<file path="src/rtl/core/vcfgp_pkg.sv">
// ---------------------------------------------------------------------------
// vcfgp_pkg
// Shared constants, types and helpers for the VCF genotype line parser.
// ---------------------------------------------------------------------------
package vcfgp_pkg;

	// Sizing
	localparam int MAX_ALLELES = 8;
	localparam int MAX_SAMPLES = 4096;
	localparam int AC_W        = $clog2(MAX_ALLELES + 1);
	localparam int AI_W        = $clog2(MAX_ALLELES);
	localparam int COL_W       = 12;
	localparam int COL_CAP     = (MAX_SAMPLES - 1 > 4095) ? 4095 : MAX_SAMPLES - 1;
	localparam int POS_W       = 32;
	localparam int IDX_W       = 8;

	// Queue between front and back
	localparam int QDEPTH = 4;
	localparam int QA_W   = $clog2(QDEPTH);
	localparam int QC_W   = $clog2(QDEPTH + 1);

	// Field numbers within a data line
	localparam logic [3:0] FLD_POS    = 4'd1;
	localparam logic [3:0] FLD_REF    = 4'd3;
	localparam logic [3:0] FLD_ALT    = 4'd4;
	localparam logic [3:0] FLD_SAMPLE = 4'd9;

	// Special characters
	localparam logic [7:0] CH_NL    = 8'h0a;
	localparam logic [7:0] CH_NUL   = 8'h00;
	localparam logic [7:0] CH_TAB   = 8'h09;
	localparam logic [7:0] CH_COMMA = 8'h2c;
	localparam logic [7:0] CH_ZERO  = 8'h30;
	localparam logic [7:0] CH_NINE  = 8'h39;

	localparam logic [3:0] MASK_UNKNOWN = 4'hf;

	// Classified byte
	typedef struct packed {
		logic       eol;
		logic       tab;
		logic       comma;
		logic       digit;
		logic [3:0] dval;
		logic [3:0] nmask;
	} tok_t;

	// Nucleotide character to mask, either case
	function automatic logic [3:0] nuc_mask(input logic [7:0] c);
		logic [3:0] m;
		case (c)
			8'h41, 8'h61: m = 4'h1;
			8'h43, 8'h63: m = 4'h2;
			8'h47, 8'h67: m = 4'h4;
			8'h54, 8'h74: m = 4'h8;
			default:      m = MASK_UNKNOWN;
		endcase
		return m;
	endfunction

endpackage

</file>
<file path="src/rtl/core/vcfgp_front.sv">
// ---------------------------------------------------------------------------
// vcfgp_front
// Accepts text bytes and classifies each one into a token for the queue.
// ---------------------------------------------------------------------------
module vcfgp_front import vcfgp_pkg::*; (
	input  logic       clk,
	input  logic       arst_n,
	input  logic       in_valid,
	output logic       in_ready,
	input  logic [7:0] char_byte,
	output logic       tok_valid,
	input  logic       tok_ready,
	output tok_t       tok
);

	tok_t tok_s1;
	logic v_s1;
	logic take;
	logic [3:0] dsub;

	assign in_ready  = !v_s1 || tok_ready;
	assign take      = in_valid && in_ready;
	assign tok_valid = v_s1;
	assign tok       = tok_s1;
	assign dsub      = 4'(char_byte - CH_ZERO);

	// Hold the valid flag of the classify stage
	always_ff @(posedge clk or negedge arst_n) begin
		if (!arst_n) begin
			v_s1 <= 1'b0;
		end else if (in_ready) begin
			v_s1 <= in_valid;
		end
	end

	// Classify the accepted byte
	always_ff @(posedge clk) begin
		if (take) begin
			tok_s1.eol   <= (char_byte == CH_NL) || (char_byte == CH_NUL);
			tok_s1.tab   <= (char_byte == CH_TAB);
			tok_s1.comma <= (char_byte == CH_COMMA);
			tok_s1.digit <= (char_byte >= CH_ZERO) && (char_byte <= CH_NINE);
			tok_s1.dval  <= dsub;
			tok_s1.nmask <= nuc_mask(char_byte);
		end
	end

endmodule

</file>
<file path="src/rtl/core/vcfgp_queue.sv">
// ---------------------------------------------------------------------------
// vcfgp_queue
// Short token queue that lets the front and the back stall independently.
// ---------------------------------------------------------------------------
module vcfgp_queue import vcfgp_pkg::*; (
	input  logic clk,
	input  logic arst_n,
	input  logic push_valid,
	output logic push_ready,
	input  tok_t push_tok,
	output logic pop_valid,
	input  logic pop_ready,
	output tok_t pop_tok
);

	tok_t            mem_q [QDEPTH];
	logic [QA_W-1:0] wr_ptr_q;
	logic [QA_W-1:0] rd_ptr_q;
	logic [QC_W-1:0] count_q;
	logic            push;
	logic            pop;

	assign push_ready = (count_q != QC_W'(QDEPTH));
	assign pop_valid  = (count_q != '0);
	assign pop_tok    = mem_q[rd_ptr_q];
	assign push       = push_valid && push_ready;
	assign pop        = pop_valid && pop_ready;

	// Advance pointers and occupancy
	always_ff @(posedge clk or negedge arst_n) begin
		if (!arst_n) begin
			wr_ptr_q <= '0;
			rd_ptr_q <= '0;
			count_q  <= '0;
		end else begin
			if (push) begin
				wr_ptr_q <= wr_ptr_q + 1'b1;
			end
			if (pop) begin
				rd_ptr_q <= rd_ptr_q + 1'b1;
			end
			if (push && !pop) begin
				count_q <= count_q + 1'b1;
			end else if (pop && !push) begin
				count_q <= count_q - 1'b1;
			end
		end
	end

	// Store tokens
	always_ff @(posedge clk) begin
		if (push) begin
			mem_q[wr_ptr_q] <= push_tok;
		end
	end

`ifndef SYNTHESIS
	a_count_bound: assert property (@(posedge clk) disable iff (!arst_n)
		count_q <= QC_W'(QDEPTH))
		else $error("queue occupancy above depth");
	a_ptr_gap: assert property (@(posedge clk) disable iff (!arst_n)
		(count_q != '0 && count_q != QC_W'(QDEPTH)) |-> (wr_ptr_q != rd_ptr_q))
		else $error("queue pointers disagree with occupancy");
	a_push_count: assert property (@(posedge clk) disable iff (!arst_n)
		(push && !pop) |=> (count_q == $past(count_q) + 1'b1))
		else $error("queue push lost");
`endif

endmodule

</file>
<file path="src/rtl/core/vcfgp_back.sv">
// ---------------------------------------------------------------------------
// vcfgp_back
// Runs the line state machine on tokens and registers each sample result.
// ---------------------------------------------------------------------------
module vcfgp_back import vcfgp_pkg::*; (
	input  logic              clk,
	input  logic              arst_n,
	input  logic              tok_valid,
	output logic              tok_ready,
	input  tok_t              tok,
	output logic              out_valid,
	input  logic              out_ready,
	output logic [POS_W-1:0]  position,
	output logic [COL_W-1:0]  sample_column,
	output logic [3:0]        allele_mask,
	output logic              last_sample
);

	// Index parse phases
	localparam logic [1:0] PH_FIRST  = 2'd0;
	localparam logic [1:0] PH_DIGITS = 2'd1;
	localparam logic [1:0] PH_DONE   = 2'd2;
	localparam logic [1:0] PH_BAD    = 2'd3;

	logic [3:0]       field_q;
	logic [POS_W-1:0] pos_q;
	logic [3:0]       table_q [MAX_ALLELES];
	logic [AC_W-1:0]  count_q;
	logic [IDX_W-1:0] index_q;
	logic [1:0]       phase_q;
	logic [COL_W-1:0] column_q;
	logic             out_valid_q;

	logic             take;
	logic             is_samp;
	logic             emit;
	logic [3:0]       sel_mask;
	logic [POS_W+3:0] pos_ext;
	logic [POS_W+3:0] pos_next;
	logic [11:0]      idx_ext;
	logic [11:0]      idx_next;
	logic             add_ok;
	logic             add_en;

	assign tok_ready = !out_valid_q || out_ready;
	assign take      = tok_valid && tok_ready;
	assign is_samp   = (field_q == FLD_SAMPLE);
	assign emit      = take && is_samp && (tok.eol || tok.tab);
	assign out_valid = out_valid_q;

	// Pick the allele mask for the sample that ends now
	always_comb begin
		sel_mask = MASK_UNKNOWN;
		if ((phase_q == PH_DIGITS || phase_q == PH_DONE) &&
		    ({{(IDX_W-AC_W){1'b0}}, count_q} > index_q)) begin
			sel_mask = table_q[index_q[AI_W-1:0]];
		end
	end

	// Decimal steps for POS and the allele index
	assign pos_ext  = {4'b0, pos_q};
	assign pos_next = (pos_ext << 3) + (pos_ext << 1) + (POS_W+4)'(tok.dval);
	assign idx_ext  = {4'b0, index_q};
	assign idx_next = (idx_ext << 3) + (idx_ext << 1) + 12'(tok.dval);

	// Decide whether this token adds an allele
	assign add_ok = (count_q < AC_W'(MAX_ALLELES));
	always_comb begin
		add_en = 1'b0;
		if (take && !tok.eol && !tok.tab && add_ok) begin
			case (field_q)
				FLD_REF: add_en = (count_q == '0);
				FLD_ALT: add_en = !tok.comma;
				default: add_en = 1'b0;
			endcase
		end
	end

	// Advance the line state
	always_ff @(posedge clk or negedge arst_n) begin
		if (!arst_n) begin
			field_q  <= '0;
			pos_q    <= '0;
			count_q  <= '0;
			index_q  <= '0;
			phase_q  <= PH_FIRST;
			column_q <= '0;
		end else if (take) begin
			if (tok.eol) begin
				field_q  <= '0;
				pos_q    <= '0;
				count_q  <= '0;
				index_q  <= '0;
				phase_q  <= PH_FIRST;
				column_q <= '0;
			end else if (tok.tab) begin
				if (is_samp) begin
					if (column_q < COL_W'(COL_CAP)) begin
						column_q <= column_q + 1'b1;
					end
					index_q <= '0;
					phase_q <= PH_FIRST;
				end else begin
					field_q <= field_q + 1'b1;
				end
			end else begin
				if (add_en) begin
					count_q <= count_q + 1'b1;
				end
				case (field_q)
					FLD_POS: begin
						if (tok.digit) begin
							pos_q <= (pos_next[POS_W+3:POS_W] != '0) ? '1 :
								pos_next[POS_W-1:0];
						end
					end
					FLD_SAMPLE: begin
						case (phase_q)
							PH_FIRST: begin
								if (tok.digit) begin
									index_q <= IDX_W'(tok.dval);
									phase_q <= PH_DIGITS;
								end else begin
									phase_q <= PH_BAD;
								end
							end
							PH_DIGITS: begin
								if (tok.digit) begin
									index_q <= (idx_next[11:IDX_W] != '0) ? '1 :
										idx_next[IDX_W-1:0];
								end else begin
									phase_q <= PH_DONE;
								end
							end
							default: begin
							end
						endcase
					end
					default: begin
					end
				endcase
			end
		end
	end

	// Write the allele table
	always_ff @(posedge clk) begin
		if (add_en) begin
			table_q[count_q[AI_W-1:0]] <= tok.nmask;
		end
	end

	// Hold the result until the downstream transfer
	always_ff @(posedge clk or negedge arst_n) begin
		if (!arst_n) begin
			out_valid_q <= 1'b0;
		end else if (emit) begin
			out_valid_q <= 1'b1;
		end else if (out_ready) begin
			out_valid_q <= 1'b0;
		end
	end

	always_ff @(posedge clk) begin
		if (emit) begin
			position      <= pos_q;
			sample_column <= column_q;
			allele_mask   <= sel_mask;
			last_sample   <= tok.eol;
		end
	end

`ifndef SYNTHESIS
	a_field_bound: assert property (@(posedge clk) disable iff (!arst_n)
		field_q <= FLD_SAMPLE)
		else $error("field number past sample field");
	a_count_bound: assert property (@(posedge clk) disable iff (!arst_n)
		count_q <= AC_W'(MAX_ALLELES))
		else $error("allele count past table size");
	a_eol_clear: assert property (@(posedge clk) disable iff (!arst_n)
		(take && tok.eol) |=> (field_q == '0 && count_q == '0 && column_q == '0))
		else $error("line state not cleared at line end");
	a_emit_only_samples: assert property (@(posedge clk) disable iff (!arst_n)
		(take && (tok.eol || tok.tab) && !is_samp) |=> !$rose(out_valid_q))
		else $error("result from a non-sample field");
`endif

endmodule

</file>
<file path="src/rtl/core/vcf_genotype_line_parser_core.sv">
// ---------------------------------------------------------------------------
// vcf_genotype_line_parser_core
// Parses VCF data line bytes into one genotype allele mask per sample field.
// ---------------------------------------------------------------------------
//
//  channel | handshake              | payload
//  --------+------------------------+---------------------------------------
//  in      | in_valid / in_ready    | char_byte
//  out     | out_valid / out_ready  | position, sample_column, allele_mask,
//          |                        | last_sample
//
//  One byte is taken per cycle while in_ready is high; a result leaves once the byte
//  that ends its sample field has passed the classify register, queue and result register.
//  The back end holds its token while the result register is full and not
//  taken; the four-entry queue absorbs that stall before in_ready drops.
//  Reset clears all control state at once; no clearing pass follows.
//
module vcf_genotype_line_parser_core import vcfgp_pkg::*; (
	input  logic              clk,
	input  logic              arst_n,
	input  logic              in_valid,
	output logic              in_ready,
	input  logic [7:0]        char_byte,
	output logic              out_valid,
	input  logic              out_ready,
	output logic [POS_W-1:0]  position,
	output logic [COL_W-1:0]  sample_column,
	output logic [3:0]        allele_mask,
	output logic              last_sample
);

	logic fq_valid;
	logic fq_ready;
	tok_t fq_tok;
	logic qb_valid;
	logic qb_ready;
	tok_t qb_tok;

	// Classify bytes
	vcfgp_front u_front (
		.clk       (clk),
		.arst_n    (arst_n),
		.in_valid  (in_valid),
		.in_ready  (in_ready),
		.char_byte (char_byte),
		.tok_valid (fq_valid),
		.tok_ready (fq_ready),
		.tok       (fq_tok)
	);

	// Decouple front and back
	vcfgp_queue u_queue (
		.clk        (clk),
		.arst_n     (arst_n),
		.push_valid (fq_valid),
		.push_ready (fq_ready),
		.push_tok   (fq_tok),
		.pop_valid  (qb_valid),
		.pop_ready  (qb_ready),
		.pop_tok    (qb_tok)
	);

	// Run the line state machine
	vcfgp_back u_back (
		.clk           (clk),
		.arst_n        (arst_n),
		.tok_valid     (qb_valid),
		.tok_ready     (qb_ready),
		.tok           (qb_tok),
		.out_valid     (out_valid),
		.out_ready     (out_ready),
		.position      (position),
		.sample_column (sample_column),
		.allele_mask   (allele_mask),
		.last_sample   (last_sample)
	);

endmodule
</file>
<file path="config.mk">
export PLATFORM = sky130hd
export DESIGN_NAME = vcf_genotype_line_parser_core
export DESIGN_NICKNAME = d
export VERILOG_FILES = /design/src/rtl/core/vcfgp_pkg.sv /design/src/rtl/core/vcfgp_front.sv /design/src/rtl/core/vcfgp_queue.sv /design/src/rtl/core/vcfgp_back.sv /design/src/rtl/core/vcf_genotype_line_parser_core.sv
export SDC_FILE = /design/constraint.sdc
export NUM_CORES = 1
export LEC_CHECK = 0
export ABC_AREA = 1
export BUFFER_PORTS_ARGS = -buffer_cell sky130_fd_sc_hd__clkbuf_2
export CAP_MARGIN = 5
export CORE_MARGIN = 2
export CORE_UTILIZATION = 58
export CTS_BUF_LIST = sky130_fd_sc_hd__clkbuf_16
export DETAILED_ROUTE_END_ITERATION = 10
export PLACE_DENSITY = 0.79
export SYNTH_ARGS = -nofsm -noshare
export SYNTH_HDL_FRONTEND = slang
export SYNTH_SLANG_ARGS = --single-unit
</file>
<file path="constraint.sdc">
create_clock -name clk -period 10.8 [get_ports clk]
set_input_delay 3.24 -clock clk [delete_from_list [all_inputs] [get_ports clk]]
set_output_delay 3.24 -clock clk [all_outputs]
set_load 0.01 [all_outputs]
</file>
* Word-level counts from Yosys, hierarchy flattened *
Memories as Yosys holds them, arrays and structs flattened. A register that Yosys moved wholly into a read port is not among the register bits.
Index checks and enable logic that the tools add are counted.
Widths: inputs -> output; s select.

storage, ports and cells
  register bits after elaboration = 128
  RAM bits = 80
  bits of input ports = 12
  output and inout bits = 51
  word-level logic and storage cells = 153
  memories kept = 2

memories
  name            depth  bits a word  read ports  clocked after Yosys merged registers in  wr ports  line               RTL
  u_queue.mem_q   4      12           1           0                                        1         vcfgp_queue.sv:16  tok_t mem_q [QDEPTH];
  u_back.table_q  8      4            1           1                                        1         vcfgp_back.sv:27   logic [3:0] table_q [MAX_ALLELES];

cells by class
  add/subtract/negate cells = 12
  order comparisons = 5
  equality and inequality tests = 23
  mux-type cells = 41
  reductions and logical operators = 50

operator list
  kind                   number
  $mux 32                5
  $eq 8x7->1 const B     8
  $mux 8                 7
  $mux 12                4
  $add 35x33->36         1
  $add 36x4->36          1
  $mux 4                 6
  $eq 8x4->1 const B     2
  $pmux 4 s4             1
  $pmux 8 s2             1
  $reduce_bool 2->1      8
  $add 11x9->12          1
  $add 12x1->12 const B  1
  $add 12x4->12          1
  $logic_and 1x1->1      12
  $lt 12x12->1 const B   1
  $mux 2                 6
  $ne 4x2->1 const B     3
  $reduce_and 4->1       3
  $reduce_bool 4->1      3
  $add 4x1->4 const B    2
  $eq 8x6->1 const B     1
  $ge 8x6->1 const B     1
  $gt 4x8->1             1
  27 further kinds       51

* Logic depth before layout (Yosys ltp) *
Gate-level depths: netlist of the first run.

  word-level depth = 10
  depth in mapped cells = 25
  depth with buffers taken out = 22

* Cells and area by module *
From an unflattened synthesis of the first run, not the netlist that was laid out.

second synthesis, totals
  cells, all modules = 1377
  area, all modules = 12310.6 µm²

by module, submodules not included
  module       instances  cells an instance  area an instance (µm²)  sequential area each (µm²)
  vcfgp_back   1          1116               9312.7                  4008.8
  vcfgp_queue  1          199                2396.0                  1616.6
  vcfgp_front  1          62                 601.8                   385.4

* Worst setup path before layout of the first run *
Ideal clock, no wire load.

  kind = input to register
  start = input port out_ready
  end = register u_back.allele_mask[0] (read register of u_back.table_q), enable pin
  setup time = 0.456 ns
  arrival = 5.702 ns
  path slack = 4.642 ns
  stages = 4
  buffers on the path = 0
  path through = nor2_1 a31oi_4 nand2_4 nor2_1

on the way
  longest elaborated chain between the ends = 4

RTL lines
  item                            line                                 RTL
  start: declaration              vcf_genotype_line_parser_core.sv:25  input logic out_ready,
  $logic_or 1x1->1                vcfgp_back.sv:45                     assign tok_ready = !out_valid_q || out_ready;
  $logic_and 1x1->1               vcfgp_back.sv:46                     assign take = tok_valid && tok_ready;
  $logic_and 1x1->1 (2 in a row)  vcfgp_back.sv:48                     assign emit = take && is_samp && (tok.eol || tok.tab);
  net u_back.emit                 vcfgp_back.sv:36                     logic emit;
  end: declaration                vcfgp_back.sv:15                     output logic [3:0] allele_mask,

The timed path passes the listed nets, and every way through them passes these cells.
A chain may end at the register's enable or synchronous reset.

* Worst setup path after layout of the first run *
  start = register u_queue.rd_ptr_q[0]
  end = register u_back.pos_q[25]

on the way
  longest elaborated chain between the ends = 8
  elaborated cells on any way between the ends = 12

RTL lines
  item                      line               RTL
  start: declaration        vcfgp_queue.sv:18  logic [QA_W-1:0] rd_ptr_q;
  start signal: assignment  vcfgp_queue.sv:40  rd_ptr_q <= rd_ptr_q + 1'b1;
  $mem_v2 4x12 *            n/a
  $add 36x4->36             vcfgp_back.sv:62   assign pos_next = (pos_ext << 3) + (pos_ext << 1) + (POS_W+4)'(tok.dval);
  $reduce_bool 4->1         vcfgp_back.sv:113  pos_q <= (pos_next[POS_W+3:POS_W] != '0) ? '1 :
  $mux 32                   vcfgp_back.sv:113
  $mux 32                   vcfgp_back.sv:112  if (tok.digit) begin
  $mux 32                   vcfgp_back.sv:110  case (field_q)
  $mux 32                   vcfgp_back.sv:96   end else if (tok.tab) begin
  $mux 32                   vcfgp_back.sv:89   if (tok.eol) begin
  end signal: assignment    vcfgp_back.sv:113
  end: declaration          vcfgp_back.sv:26   logic [POS_W-1:0] pos_q;

Mark *: on every way between the ends. The rest lies on a longest branch, timed or not. The select of a mux whose other input is x is not followed.

==> run_results.csv, run 1 <==
group,metric,value,unit
grt,antenna_found_initial,0,
layout,multi_input_area,0.005413,mm²
pwr,power_frac_clock,18.0,%
worst_setup_path,worstSetupPathType,"flop to flop",
grt,grt.total_usage,24.22,%
worst_setup_path,required,11220,ps
pwr,total_power,4.143,mW
route,drtIter0Drc,643,
cts,cts_made_buffers,23,
synthesis,netlist_instances,1365,
layout,drive_gt1_share,10.73,%
synthesis,syn-num-nets,1477,
timing,drv_slew,0,
placement,port_buffers,62,
pwr,leakagePower,6.294,nW
grt,grt_pass1_vias,9148,
timing,hold_viol_final,0,
placement,dp_hpwl,18.57,mm
cts,cts_tree,"yes",
cts,cts_setup_buffers,0,
synthesis,synth-seq-cells,212,
synthesis,synth_area_leaders,"edfxtp_1 (35%), dfrtp_1 (15%), nand2_1 (13%), ha_1 (9.7%), inv_1 (4.9%)",
pwr,seqPwrFrac,29.5,%
die,initial_core_util,58.56,%
die,io_pins,63,
layout,antenna_cells,0,
synthesis,synth-compound-area-share,7.160,%
cts,htree_levels,1,
layout,layout_commonest_cell,"nand2_1",
worst_setup_path,rr_endpoint,"u_back.pos_q[25]$_DFFE_PN0P_",
synthesis,synth_top_area_share,34.61,%
layout,mostFrequentLayoutCells,"nand2_1 (408), inv_1 (164), edfxtp_1 (141)",
timing,relSlewSlack,19.55,%
worst_setup_path,reg2reg_slack,5980,ps
route,drc,0,
worst_setup_path,cp-end-kind,"flop",
worst_hold_path,hold_path_class,"flop to flop",
synthesis,synthXorXnorAreaFrac,2.649,%
placement,gp_congestion,0.9268,
synthesis,yosys_warnings,0,
timing,setup_tns,0,ps
timing,fmax,207.5,MHz
pwr,p_per_area,307.8,mW/mm²
worst_setup_path,critical-path-slowest-cell,"dfrtp_1",
synthesis,synth.cell_area,0.01223,mm²
worst_setup_path,path_common_cell,"nand2_2",
synthesis,synth_cell_type_count,52,
cts,clk_path_buf_depth,3,
die,row_count,53,
route,drtAntennaViolNets,0,
cts,postCtsResizedCells,0,
cts,clock-root-buffer,"clkbuf_16",
worst_setup_path,cp-start-kind,"flop",
layout,fin_util,64.44,%
synthesis,synthMuxAreaShare,0,%
pwr,power_frac_comb,52.5,%
pwr,netSwitchingFraction,46.59,%
worst_setup_path,crit_chain,"inv_4 > o21ai_0 > o22ai_1 > fa_1 > inv_1 > fa_1 > inv_1 > nand2_1 > nand2_1 > nand3_1 > nand2_2 > nand2_2 > nand2_2 > nand2_2 > nand3_1 > nand2_2 > nor2_4 > nand3_1 > nand2_1 > nand2_1",
pwr,switchingPower,1.930,mW
worst_hold_path,min_to,"u_back.phase_q[1]$_DFFE_PN0P_",
die,die_area,0.02227,mm²
run_status,status,"complete, no violations",
route,wl_per_cell,15.01,µm
synthesis,synthSimpleGateAreaFrac,23.84,%
route,vias_per_cell,5.440,
pwr,cellInternalPower,2.213,mW
pwr,ir_drop,0.1602,mV
timing,layout_worst_path_cycle_share,44.62,%
worst_setup_path,arrival,5230,ps
synthesis,ys_async_sr_fraction,33.49,%
timing,rsz0062_at_grt,"no",
worst_setup_path,crit_fanout,32,
die,die_h,149.2,µm
synthesis,avgSynthCellArea,8.962,µm²
synthesis,ys_seq_area_share,49.14,%
cts,clkTransAtPathRegs,60,ps
cts,cts.sinks,212,
grt,grt_pass1_wl,43.78,mm
layout,syn_to_final_growth,10.03,%
timing,finalClockSkew,12.30,ps
grt,grt_max_degree,72,
synthesis,synthAdderAreaFrac,10.53,%
worst_setup_path,r2r-start,"u_queue.rd_ptr_q[0]$_DFFE_PN0P_",
grt,grt_overflow,0,
synthesis,synth_top_family_by_area,"simple AND/OR/NAND/NOR gates",
timing,finalCriticalPeriod,4819,ps
timing,hold_ws,488.1,ps
route,vias,9352,
synthesis,synth-main-ff-cell,"edfxtp_1",
flow_run,max_cap_viol_count,0,
worst_setup_path,slowest_delay,930,ps
die,core-area,0.02089,mm²
synthesis,yosysTopAreaCell,"edfxtp_1",
synthesis,synth-edff-count,141,
layout,seq_area,0.006011,mm²
cts,clock_latency,530,ps
timing,setup_viol,0,
route,first_pass_iters,6,
cts,postCtsHoldBufs,0,
worst_hold_path,hold_start,"u_back.phase_q[1]$_DFFE_PN0P_",
worst_setup_path,r2r_cells,20,
die,die_width,149.2,µm
layout,fillers,1694,
timing,worstMarginPinSlew,1202,ps
layout,nets,1539,
route,drt-total-wl,25.80,mm
worst_hold_path,holdPathStages,2,
[layout make-up]
class                      instances  share of cell area [%]
tap                              275                   2.556
sequential                       212                   44.66
clock buffer                      23                   4.276
timing repair buffer              65                   2.519
multi-input combinational        959                   40.21
inverter                         166                   4.666
clock inverter                    19                   1.115
[power by group through the flow]
stage                     logic (mW)  registers, mW  clock network, mW
after floorplan                 1.78           1.16                  0
after global placement          2.09           1.23                  0
after detailed placement        2.14           1.24                  0
after CTS                       2.16           1.22              0.760
after global routing            2.49           1.24              0.798
final                           2.17           1.22              0.746
[cells in the mapped netlist, drive strengths merged, types with 3 or more instances]
cell type / count
nand4: 13
buf: 20
o21ai: 49
a21o: 3
xnor2: 21
edfxtp: 141
a221o: 6
ha: 95
a21oi: 55
o31ai: 3
inv: 165
fa: 5
dfrtp: 71
nand3b: 6
nand3: 86
nor2: 111
nand2: 431
o22ai: 10
xor2: 16
nor4: 4
or2: 4
clkbuf: 8
nor3: 21
o21bai: 7
[layer usage]
layer	part of all wire, %	track usage (%)
met3	5.5	3.150
met5	0	0
met1	46	33.80
met2	47	40.51
met4	1.6	5.905
[through the flow]
step                instance area [µm²]  worst slack [ps]  std cells
floorplan                         12230              4642       1365
global placement                  12720              5746       1676
detailed placement                12720              5623       1676
CTS                               13450              5984       1718
global route                      13460              5573       1719
finish                            13460              5981       1719
[worst max-delay path, delay by kind of cell (launching register included)]
family	cells	cell delay (ps)
buf+inv	3	390
fa+ha+maj	2	1030
flops	1	930
simple gates	13	1860
compound gates	2	460
[logic make-up (layout without fill, tap and decap cells)]
kind of cell / Yosys count / after routing
fa+ha+maj: 100 / 100
compound gates: 144 / 144
buf+inv: 194 / 273
flops: 212 / 212
xor+xnor: 37 / 37
simple gates: 678 / 678
[worst max path at each step]
| stage | start | end |
|---|---|---|
| detailed placement | out_ready | u_back.table_q[2][3]$_DFFE_PP_ |
| floorplan | out_ready | u_back.allele_mask[0]$_SDFFCE_PN1P_ |
| finish | u_queue.rd_ptr_q[0]$_DFFE_PN0P_ | u_back.pos_q[25]$_DFFE_PN0P_ |
| CTS | u_queue.count_q[1]$_DFFE_PN0P_ | in_ready |
| global placement | out_ready | u_back.table_q[4][1]$_DFFE_PP_ |
| global route | u_queue.rd_ptr_q[0]$_DFFE_PN0P_ | u_back.pos_q[21]$_DFFE_PN0P_ |
[flip-flops by register name, summed over array words and instances, names as in the netlist, 8 cells and up]
name and cells:
u_back.pos_q 32, u_front.tok 12, u_back.table_q 32, u_back.sample_column 12
u_back.index_q 8, u_queue.mem_q 48, u_back.position 32, u_back.column_q 12
Note: power is estimated with default switching activity, not from simulation.
==> run 2, diff against run 1 <==
- CORE_UTILIZATION: 58 -> 56
- PLACE_DENSITY: 0.79 -> 0.8
- clock period: 10.8 -> 4 ns (I/O delays scaled with it)
==> run 2 against run 1 <==
Global-route usage shrank 0.89 points. Wire length grew 4.3%. Clock skew is 0.87 ps lower. Core utilization is 1.8 points lower. Design area up 0.68%. Die area grew 3.5%. Combinational power rose to 2.8 times the previous value. Non-clock buffer count grew 10. Critical path depth grew 1. Clock power grew to 2.7 times the previous value. Power rose to 2.8 times the previous value. Critical endpoint is now u_back.pos_q[5]$_DFFE_PN0P_. Largest cell class unchanged. Largest power group unchanged.
==> run_results.csv, run 2 (same netlist as run 1, synthesis figures left out) <==
group,metric,value,unit
route,drtIter0Drc,591,
pwr,p_per_area,842.7,mW/mm²
worst_setup_path,arrival,4080,ps
placement,dpl_cell_area,0.01281,mm²
route,vias,9480,
grt,grt_pass1_wl,44.93,mm
cts,clk_path_buf_depth,3,
worst_setup_path,r2r-start,"u_queue.rd_ptr_q[0]$_DFFE_PN0P_",
flow_run,max_cap_viol_count,0,
timing,setup_tns,0,ps
worst_setup_path,worstSetupPathType,"flop to flop",
route,drc,0,
grt,grt.total_usage,23.33,%
die,die_h,151.8,µm
grt,antenna_found_initial,0,
layout,nets,1549,
route,first_pass_iters,5,
worst_setup_path,slowest_delay,560,ps
cts,cts_tree,"yes",
die,core-area,0.02162,mm²
grt,grt_pass1_vias,9319,
layout,layout_commonest_cell,"nand2_1",
worst_setup_path,cp-start-kind,"flop",
cts,cts.sinks,212,
grt,grt_overflow,0,
route,m1WireLength,11.35,mm
die,die_width,151.8,µm
route,wl_per_cell,15.52,µm
worst_setup_path,critical-path-slowest-cell,"dfrtp_1",
timing,rsz0062_at_grt,"no",
route,drtAntennaViolNets,0,
timing,worstMarginPinSlew,1161,ps
layout,syn_to_final_growth,10.78,%
worst_setup_path,r2r_cells,21,
die,row_count,54,
die,die_area,0.02304,mm²
cts,htree_levels,1,
worst_setup_path,path_common_cell,"nand2_1",
die,io_pins,63,
placement,gp_congestion,0.9730,
worst_setup_path,cp_num_buf_inv,4,
timing,finalClockSkew,11.42,ps
worst_setup_path,crit_chain,"inv_4 > o21ai_0 > o22ai_1 > fa_1 > inv_1 > fa_1 > inv_1 > nand2_1 > nand2_1 > nand3_2 > nand2_2 > nand2_1 > nand2_2 > nand2_2 > nand3_1 > nand2_1 > nor2_4 > buf_4 > nand3_1 > nand2_1 > nand2_1",
timing,layout_worst_path_cycle_share,91.84,%
timing,drv_slew,0,
timing,relSlewSlack,22.32,%
worst_setup_path,reg2reg_slack,330,ps
timing,setup_viol,0,
pwr,ir_drop,0.4934,mV
cts,clock-root-buffer,"clkbuf_16",
cts,cts_made_buffers,23,
route,dr_wl_met3,1.828,mm
die,initial_core_util,56.58,%
route,top_layer,"met4",
worst_hold_path,hold_start,"u_front.tok[10]$_DFFE_PP_",
worst_setup_path,cp-end-kind,"flop",
layout,antenna_cells,0,
worst_setup_path,rr_endpoint,"u_back.pos_q[5]$_DFFE_PN0P_",
timing,finalCriticalPeriod,3673,ps
worst_setup_path,crit_family,"simple AND/OR/NAND/NOR gates",
layout,drive_gt1_share,11.49,%
worst_hold_path,hold_path_class,"flop to flop",
cts,cts_setup_buffers,0,
cts,postCtsResizedCells,0,
worst_hold_path,holdPathStages,0,
cts,clock_latency,530,ps
layout,stdcell_area,0.01355,mm²
cts,postCtsHoldBufs,0,
layout,mostFrequentLayoutCells,"nand2_1 (408), inv_1 (164), edfxtp_1 (141)",
run_status,status,"complete, no violations",
pwr,leakagePower,6.363,nW
placement,port_buffers,62,
placement,dp_hpwl,19.50,mm
layout,top_register,"u_queue.mem_q",
layout,largest_reg_flops,48,
worst_setup_path,required,4410,ps
timing,fmax,272.2,MHz
grt,grt_max_degree,72,
worst_setup_path,crit_fanout,24,
timing,hold_viol_final,0,
cts,clkTransAtPathRegs,60,ps
route,wl_met2,13.10,mm
route,drt-total-wl,26.92,mm
route,vias_per_cell,5.467,
worst_hold_path,min_to,"u_queue.mem_q[1][10]$_DFFE_PP_",
-- run 2: layer usage --
metal / vias up / GRT usage (%)
li1: 4659 / -
met1: 4427 / 30.70
met2: 331 / 40.18
met3: 63 / 3.851
met4: 0 / 6.498
met5: - / 0
-- run 2: stage by stage --
stage          worst slack [ps]  power [mW]  hold slack, ps  std cells  util, %
3_5_place_dp              353.2       9.302           477.6       1692    59.26
6_report                  326.5       11.42           492.4       1734    62.68
4_1_cts                   336.0       11.42           492.5       1734    62.68
3_3_place_gp              526.1       9.146           471.0       1692    59.26
5_1_grt                   69.14       12.35           504.4       1734    62.68
2_1_floorplan             706.7       7.957           446.4       1365        -
-- run 2: worst max-delay path by stage --
stage | startpoint | cells past startpoint | slack, ps | end
2_1_floorplan | out_ready | 4 | 710 | u_back.allele_mask[0]$_SDFFCE_PN1P_
6_report | u_queue.rd_ptr_q[0]$_DFFE_PN0P_ | 21 | 330 | u_back.pos_q[5]$_DFFE_PN0P_
5_1_grt | u_queue.rd_ptr_q[0]$_DFFE_PN0P_ | 21 | 70 | u_back.pos_q[31]$_DFFE_PN0P_
3_5_place_dp | u_queue.rd_ptr_q[0]$_DFFE_PN0P_ | 21 | 350 | u_back.pos_q[7]$_DFFE_PN0P_
3_3_place_gp | u_queue.rd_ptr_q[0]$_DFFE_PN0P_ | 21 | 530 | u_back.pos_q[5]$_DFFE_PN0P_
4_1_cts | u_queue.rd_ptr_q[0]$_DFFE_PN0P_ | 21 | 340 | u_back.pos_q[5]$_DFFE_PN0P_
-- run 2: final cells by class --
| class | instances | area, µm² |
|---|---|---|
| timing repair buffer | 75 | 410.4 |
| tap | 280 | 350.3 |
| clock inverter | 18 | 138.9 |
| multi-input combinational | 959 | 5413 |
| inverter | 166 | 628.1 |
| fill | 1745 | 8069 |
| clock buffer | 24 | 600.6 |
| sequential | 212 | 6011 |
-- run 2: power breakdown --
group | leakage [nW] | internal, mW | switching [mW]
clock | 0.373 | 1.17 | 0.880
combinational | 3.81 | 2.08 | 4.03
sequential | 2.19 | 2.88 | 0.378
